$ cat src/rtl/core/blh_pkg.sv
package blh_pkg;

	localparam int MOL_TYPES     = 4;
	localparam int BEAD_TYPES    = 8;
	localparam int SLOTS_PER_MOL = 16;
	localparam int BINS          = 64;

	localparam int PAIR_KEYS = MOL_TYPES * BEAD_TYPES * BEAD_TYPES;
	localparam int BOND_KEYS = MOL_TYPES * SLOTS_PER_MOL;
	localparam int PAIR_KW   = $clog2(PAIR_KEYS);
	localparam int BOND_KW   = $clog2(BOND_KEYS);
	localparam int PH_DEPTH  = PAIR_KEYS * BINS;
	localparam int BH_DEPTH  = BOND_KEYS * BINS;
	localparam int PH_AW     = $clog2(PH_DEPTH);
	localparam int BH_AW     = $clog2(BH_DEPTH);

	localparam int COORD_W  = 32;
	localparam int DIFF_W   = COORD_W + 1;
	localparam int SQ_W     = 2 * DIFF_W;
	localparam int LEN_W    = 32;
	localparam int RAD_W    = 2 * LEN_W;
	localparam int REM_W    = LEN_W + 4;
	localparam int CNT_W    = $clog2(DIFF_W + 1);

	localparam logic [1:0] REG_BIN_WIDTH   = 2'd0;
	localparam logic [1:0] REG_BIN_COUNT   = 2'd1;
	localparam logic [1:0] REG_WARN_ENABLE = 2'd2;
	localparam logic [1:0] REG_WARN_LIMIT  = 2'd3;

	typedef enum logic [1:0] {
		REQ_ADD      = 2'd0,
		REQ_PAIR_BIN = 2'd1,
		REQ_BOND_BIN = 2'd2,
		REQ_STATS    = 2'd3
	} req_t;

	typedef enum logic [1:0] {
		L_IDLE,
		L_SQUARE,
		L_ROOT,
		L_DIVIDE
	} len_state_t;

	typedef enum logic [2:0] {
		S_CLEAR,
		S_IDLE,
		S_LEN,
		S_READ,
		S_UPDATE
	} ctl_state_t;

	typedef struct packed {
		logic             done;
		logic [LEN_W-1:0] length;
		logic [LEN_W-1:0] bin;
	} len_res_t;

endpackage

$ cat src/rtl/core/blh_length.sv
module blh_length import blh_pkg::*; (
	input  logic                      clk,
	input  logic                      arst_n,
	input  logic                      start,
	input  logic signed [COORD_W-1:0] first_x,
	input  logic signed [COORD_W-1:0] first_y,
	input  logic signed [COORD_W-1:0] first_z,
	input  logic signed [COORD_W-1:0] second_x,
	input  logic signed [COORD_W-1:0] second_y,
	input  logic signed [COORD_W-1:0] second_z,
	input  logic [LEN_W-1:0]          bin_width,
	output len_res_t                  res
);

	function automatic logic [DIFF_W-1:0] abs_diff(input logic [COORD_W-1:0] a,
			input logic [COORD_W-1:0] b);
		logic [DIFF_W-1:0] d;
		d = {a[COORD_W-1], a} - {b[COORD_W-1], b};
		return d[DIFF_W-1] ? (~d + DIFF_W'(1)) : d;
	endfunction

	len_state_t lst_q, lst_d;
	logic [CNT_W-1:0] cnt_q;
	logic             done_q;

	logic [SQ_W-1:0]   mc_q [3];
	logic [DIFF_W-1:0] mp_q [3];
	logic [SQ_W-1:0]   acc_q;
	logic              ovf_q;
	logic [RAD_W-1:0]  rad_q;
	logic [REM_W-1:0]  rem_q;
	logic [LEN_W-1:0]  root_q;
	logic [LEN_W:0]    drem_q;
	logic [LEN_W-1:0]  dvd_q;
	logic [LEN_W-1:0]  len_q;

	logic [DIFF_W-1:0] mag [3];
	logic [SQ_W-1:0]   acc_next;
	logic [REM_W-1:0]  rem_in, trial;
	logic              root_ge;
	logic [LEN_W-1:0]  root_next;
	logic [LEN_W:0]    dtrial;
	logic              div_ge;
	logic              last_sq, last_step;

	assign mag[0] = abs_diff(first_x, second_x);
	assign mag[1] = abs_diff(first_y, second_y);
	assign mag[2] = abs_diff(first_z, second_z);

	assign acc_next = acc_q + (mp_q[0][0] ? mc_q[0] : '0) + (mp_q[1][0] ? mc_q[1] : '0)
		+ (mp_q[2][0] ? mc_q[2] : '0);

	// restoring square root, two radicand bits per step
	assign rem_in    = {rem_q[REM_W-3:0], rad_q[RAD_W-1:RAD_W-2]};
	assign trial     = {2'b00, root_q, 2'b01};
	assign root_ge   = rem_in >= trial;
	assign root_next = {root_q[LEN_W-2:0], root_ge};

	// restoring divide, one quotient bit per step
	assign dtrial = {drem_q[LEN_W-1:0], dvd_q[LEN_W-1]};
	assign div_ge = dtrial >= {1'b0, bin_width};

	assign last_sq   = cnt_q == CNT_W'(DIFF_W);
	assign last_step = cnt_q == CNT_W'(LEN_W - 1);

	always_ff @(posedge clk or negedge arst_n) begin
		if (!arst_n) begin
			lst_q  <= L_IDLE;
			cnt_q  <= '0;
			done_q <= 1'b0;
		end else begin
			lst_q  <= lst_d;
			done_q <= (lst_q == L_DIVIDE) && last_step;
			if (lst_q != lst_d || start)
				cnt_q <= '0;
			else
				cnt_q <= cnt_q + CNT_W'(1);
		end
	end

	always_comb begin
		lst_d = lst_q;
		unique case (lst_q)
			L_IDLE:   if (start) lst_d = L_SQUARE;
			L_SQUARE: if (last_sq) lst_d = L_ROOT;
			L_ROOT:   if (last_step) lst_d = L_DIVIDE;
			L_DIVIDE: if (last_step) lst_d = L_IDLE;
			default:  lst_d = L_IDLE;
		endcase
	end

	always_ff @(posedge clk) begin
		unique case (lst_q)
			L_IDLE: begin
				if (start) begin
					for (int i = 0; i < 3; i++) begin
						mc_q[i] <= SQ_W'(mag[i]);
						mp_q[i] <= mag[i];
					end
					acc_q <= '0;
				end
			end
			L_SQUARE: begin
				if (last_sq) begin
					ovf_q  <= |acc_q[SQ_W-1:RAD_W];
					rad_q  <= acc_q[RAD_W-1:0];
					rem_q  <= '0;
					root_q <= '0;
				end else begin
					acc_q <= acc_next;
					for (int i = 0; i < 3; i++) begin
						mc_q[i] <= {mc_q[i][SQ_W-2:0], 1'b0};
						mp_q[i] <= {1'b0, mp_q[i][DIFF_W-1:1]};
					end
				end
			end
			L_ROOT: begin
				rem_q  <= root_ge ? rem_in - trial : rem_in;
				root_q <= root_next;
				rad_q  <= {rad_q[RAD_W-3:0], 2'b00};
				if (last_step) begin
					len_q  <= ovf_q ? '1 : root_next;
					dvd_q  <= ovf_q ? '1 : root_next;
					drem_q <= '0;
				end
			end
			L_DIVIDE: begin
				drem_q <= div_ge ? dtrial - {1'b0, bin_width} : dtrial;
				dvd_q  <= {dvd_q[LEN_W-2:0], div_ge};
			end
			default: ;
		endcase
	end

	assign res.done   = done_q;
	assign res.length = len_q;
	assign res.bin    = (bin_width == '0) ? '1 : dvd_q;

endmodule
$ cat config.mk
export PLATFORM = sky130hd
export DESIGN_NAME = blh_length
export DESIGN_NICKNAME = d
export VERILOG_FILES = /design/src/rtl/core/blh_pkg.sv /design/src/rtl/core/blh_length.sv
export SDC_FILE = /design/constraint.sdc
export NUM_CORES = 2
export LEC_CHECK = 0
export ABC_AREA = 1
export BUFFER_PORTS_ARGS = -buffer_cell sky130_fd_sc_hd__buf_2
export CAP_MARGIN = 20
export CORE_ASPECT_RATIO = 0.9
export CORE_MARGIN = 5
export CORE_UTILIZATION = 45
export DETAILED_ROUTE_END_ITERATION = 16
export PLACE_DENSITY_LB_ADDON = 0.2
export SLEW_MARGIN = 20
export SYNTH_ARGS = -nofsm -noshare
export SYNTH_HDL_FRONTEND = slang
export SYNTH_SLANG_ARGS = --single-unit
$ cat constraint.sdc
create_clock -name clk -period 10.88 [get_ports clk]
set_input_delay 0 -clock clk [delete_from_list [all_inputs] [get_ports clk]]
set_output_delay 0 -clock clk [all_outputs]
set_load 0.01 [all_outputs]
; Word level (Yosys, flattened, before mapping)
; Memory sizes are Yosys's and may differ from the RTL's.
; Cells that the tools add are included.
[word_totals]
mem_count = 2
mem_bits_ro = 0
elab_cells = 100
reg_bits = 302
ram_bits = 297
input_bits = 227
out_inout_bits = 65
latch_bits = 0
[memory_table]
columns = memory, depth, word_bits, rd, rd_ports_with_merged_regs, write_ports, line
row1 = mc_q, 3, 66, 3, 0, 3, blh_length.sv:26  ; logic [SQ_W-1:0] mc_q [3];
row2 = mp_q, 3, 33, 3, 0, 3, blh_length.sv:27  ; logic [DIFF_W-1:0] mp_q [3];
[op_classes]
mul = 0
n_eq_ne = 10
shift = 0
bitwise_logic = 9
n_lt_le_gt_ge = 2
mux = 41
addsub = 12
n_div = 0
reduce_logical = 13
[ops]
columns = cell, count
row1 = $mux W66, 8
row2 = $add A66 B66 Y66, 3
row3 = $mux W33, 6
row4 = $mux W32, 6
row5 = $pmux W32 S2, 3
row6 = $pmux W66 S2, 1
row7 = $pmux W64 S2, 1
row8 = $add A33 B1 Y33 const B, 3
row9 = $not A33 Y33, 3
row10 = $sub A32 B32 Y33, 3
row11 = $mux W34, 2
row12 = $pmux W34 S2, 1
row13 = $mux W64, 1
row14 = $ge A36 B34 Y1, 1
row15 = $sub A34 B34 Y34, 1
row16 = $ge A33 B32 Y1, 1
row17 = $logic_not A32 Y1, 1
row18 = $sub A32 B32 Y32, 1
row19 = $mux W2, 4
row20 = $ne A2 B2 Y1 const B, 4
row21 = $pmux W2 S4, 1
row22 = $reduce_and A2 Y1, 4
row23 = $add A6 B1 Y6 const B, 1
row24 = $eq A6 B5 Y1 const B, 1
row25 = other kinds (13), 26

; Depth between registers and ports, before layout
; An unclocked memory read counts as a cell.
[logic_depth]
depth_word = 7
depth_mapped = 23
depth_no_buf = 22

; Worst setup path after synthesis
; OpenSTA, ideal clock, no wires.
[synth_path]
path_kind = register to register
start = reg lst_q[0]
end = mem mc_q[0][0] (netlist name) (enable)
stages_incl_launch_ff = 9
synth_period_minus_slack_ns = 7.831
t_arrival_ns = 7.184
t_required_ns = 10.233
path_slack_ns = 3.049
path_cell_list = dfrtp_1 > inv_1 > nor2_1 > inv_1 > buf_2 > nor2_2 > clkbuf_1 > a21oi_1 > inv_1
[synth_lines]
columns = item, line
row1 = from (decl), blh_length.sv:22  ; len_state_t lst_q, lst_d;
row2 = from (signal assigned), blh_length.sv:72  ; lst_q <= lst_d;
row3 = to (decl), blh_length.sv:26

==> impl_metrics.py <==
metrics = {
    "status": {
        "status": "finished, final reports clean",
    },
    "yosys": {
        "syn-cell-area_um2": 46900,
        "yosys.area.top_type_share_pct": 37.8,
        "synth.net_count": 6968,
        "yosysUniqueCellTypes": 59,
        "yosysMostFrequentCell": "nand2_1",
        "ys_async_sr_fraction_pct": 1.50,
        "ys_seq_area_share_pct": 38.3,
        "synth_common_cells": "nand2_1, inv_1, nor2_1, edfxtp_1, a21oi_1",
        "synth_edf_count": 590,
        "synth_cells": 6375,
        "ys_warn_count": 0,
        "ys_ff_latch": 599,
        "synthTopCellsByArea": "edfxtp_1, nand2_1, inv_1, ha_1, fa_1",
        "synth_area_leader_cell": "edfxtp_1",
        "synthFlopType": "edfxtp_1",
        "syn_area_per_cell_um2": 7.35,
    },
    "setup_path": {
        "cp-start-kind": "register",
        "r2r_cells": 19,
        "slowest_delay_ns": 0.61,
        "criticalPathCategory": "reg -> reg",
        "crit_path_end_kind": "register",
        "path_common_cell": "nand2_1",
        "worstPathMaxFanout": 66,
        "arrival_ns": 5.50,
        "reg2reg_slack_ns": 5.76,
        "path_cells": "buf_4 > nand2_1 > fa_1 > inv_1 > fa_1 > ha_1 > fa_1 > nand2_1 > nand2_1 > o21ai_0 > inv_1 > a21oi_1 > o21ai_1 > a21oi_1 > o21ai_0 > nand4_1 > nand3_1 > nand2_1 > nor2_1",
        "required_ns": 11.26,
        "crit_path_top_delay_cell": "buf_4",
    },
    "floorplanning": {
        "initial_core_util_pct": 45.3,
        "die_h_um": 316,
        "pin_count": 292,
        "die_area_um2": 111000,
        "rows": 112,
        "die_x_um": 350,
        "core_um2": 104000,
    },
    "power_and_ir_drop": {
        "p_leak_nw": 25.7,
        "finalPower_mw": 17.1,
        "internal-power_mw": 8.55,
        "ir_worst_vdd_uv": 218,
        "comb_power_share_pct": 60.7,
        "power_switching_mw": 8.59,
        "seq_power_share_pct": 26.5,
        "swShare_pct": 50.1,
        "p_clk_share_pct": 12.7,
        "powerDensity_nw_per_um2": 331,
    },
    "timing": {
        "finalWorstSetupSlack_ns": 5.76,
        "fin_skew_ns": 0.0414,
        "min_period_ns": 5.12,
        "hold_viol": 0,
        "tightest_slew_ns": 1.03,
        "finalMaxSlewViolations": 0,
        "fin_setup_tns_ns": 0,
        "fmax_mhz": 195,
        "finalCritPeriodShare_pct": 47.0,
        "setup_viol": 0,
        "relSlewSlack_pct": 31.0,
        "whs_ns": 0.0283,
        "rsz0062_at_grt": "false",
    },
    "detailed_routing": {
        "wl_um": 124000,
        "drt_iter0_drc": 3085,
        "drc": 0,
        "first_pass_iters": 5,
        "final_antenna_net_count": 0,
        "avgViaCountPerCell": 5.04,
        "vias": 40500,
        "wl_per_cell_um": 15.4,
    },
    "global_routing": {
        "grt_pass1_wl_um": 201000,
        "gr-usage-all-layers_pct": 22.2,
        "grt_pass1_vias": 38400,
        "grt_overflow_total": 0,
        "antenna_found_initial": 2,
        "grt_max_degree": 186,
    },
    "clock_network": {
        "clk_pin_slew_ns": 0.07,
        "worst_skew_pair.late_latency_ns": 0.64,
        "cts_max_level": 3,
        "tritoncts": "built",
        "root_buffer": "clkbuf_16",
        "post_cts_buffers": 0,
        "clock-sinks": 599,
        "numCtsBuffers": 68,
        "clockBufferDepth": 3,
    },
    "placement": {
        "hpwl_um": 97700,
        "pre_cts_ws_ns": 5.84,
        "place_congestion": 0.944,
        "io_buffers": 291,
    },
    "finish": {
        "multi_input_area_um2": 23900,
        "syn_to_final_growth_pct": 10.5,
        "drive_above_1_share_pct": 8.28,
        "seq_area_um2": 17900,
        "nNetsFinal": 7220,
        "nFillCells": 10400,
        "utilization_pct": 50.0,
    },
    "min_path": {
        "hold_depth": 4,
        "hold_path_class": "in -> reg",
    },
    "job": {
        "maxCapViolCount": 0,
    },
}
[worst max-delay path: cells and delay by family, from the launching register on]
kind,cells,cell delay [ns]
AOI/OAI and AO/OA,5,1.37
buffers and inverters,3,0.75
adders and majority gates,4,1.65
and+or+nand+nor,7,0.74
DFF,1,0.32
[cell usage in the layout, fill, tap and decap left out, types with 16 or more instances in the layout]
cell       count
nand2_1     1977
inv_1       1165
nor2_1       622
edfxtp_1     590
a21oi_1      349
o21ai_0      319
nand3_1      297
buf_2        291
ha_1         232
fa_1         134
clkbuf_16     70
nand4_1       55
nor3_1        53
xnor2_1       38
xor2_1        36
nand2_2       35
nor2_2        32
o21ai_1       31
inv_2         27
o21bai_1      25
a21o_1        24
a31oi_1       23
nand3b_1      20
o21a_1        19
buf_4         18
nor2_4        17
o211ai_1      16
clkinv_2      16
[sequential cells by signal, summed over array words and instances, names as in the netlist]
name,cells
acc_q,66
cnt_q,6
done_q,1
drem_q,32
dvd_q,32
len_q,32
lst_q,2
mc_q,198
mp_q,99
ovf_q,1
rad_q,64
rem_q,34
root_q,32
[path summary, 6_finish.rpt]
| path | from | to |
|---|---|---|
| max reg2reg | mp_q[0][0] | acc_q[65] |
| max | mp_q[0][0] | acc_q[65] |
| min in group asynchronous | arst_n | done_q |
| max in group asynchronous | arst_n | cnt_q[2] |
| min reg2reg | cnt_q[0] | cnt_q[0] |
| min | first_x[0] | mc_q[0][0] |
[power groups by stage]
stage | combinational (mW) | clock, mW | sequential [mW]
global route | 11.9 | 2.33 | 4.62
global placement | 10.2 | 0 | 4.59
detailed placement | 10.3 | 0 | 4.58
CTS | 10.4 | 2.23 | 4.55
finish | 10.4 | 2.18 | 4.55
floorplan | 7.64 | 0 | 4.48
[metrics by stage]
step | instance area [um^2] | cells
4_1_cts | 51800 | 8045
3_3_place_gp | 49600 | 7917
2_1_floorplan | 46900 | 6375
6_report | 51800 | 8046
3_5_place_dp | 49700 | 7918
5_1_grt | 51800 | 8045
[layout make-up]
class	instances	area share, %
Multi-Input combinational cell	4443	46.1
Sequential cell	599	34.6
Inverter	1197	8.70
Clock buffer	79	3.45
Tap cell	1368	3.30
Timing Repair Buffer	318	3.30
Clock inverter	41	0.553
Antenna cell	1	0.00483
[repair_timing]
| action | 4_1_cts | 5_1_grt |
|---|---|---|
| endpoints found under the hold margin | 21 | 0 |
| gates resized for setup | 0 | 0 |
| hold buffers | 7 | 0 |
[cells by family (layout without fill, tap and decap cells)]
kind of cell | Yosys count | in the layout | share of synthesized area, %
buf+inv | 1333 | 1635 | 10.9
other cells | 0 | 1 | 0
simple gates | 3157 | 3157 | 27.7
flops | 599 | 599 | 38.3
fa+ha+maj | 366 | 366 | 11.9
xor+xnor | 76 | 76 | 1.45
compound gates | 844 | 844 | 9.79
[layer usage]
metal	share of wire (%)	wire length, um	up-vias	global-route usage [%]
li1	-	-	20800	-
met1	46	57600	18600	31.3
met2	47	57700	1008	37.4
met3	5.4	6660	136	2.23
met4	1.7	2120	2	4.61
met5	0.0056	7	-	0
Note: power is estimated with default switching activity, not from simulation.
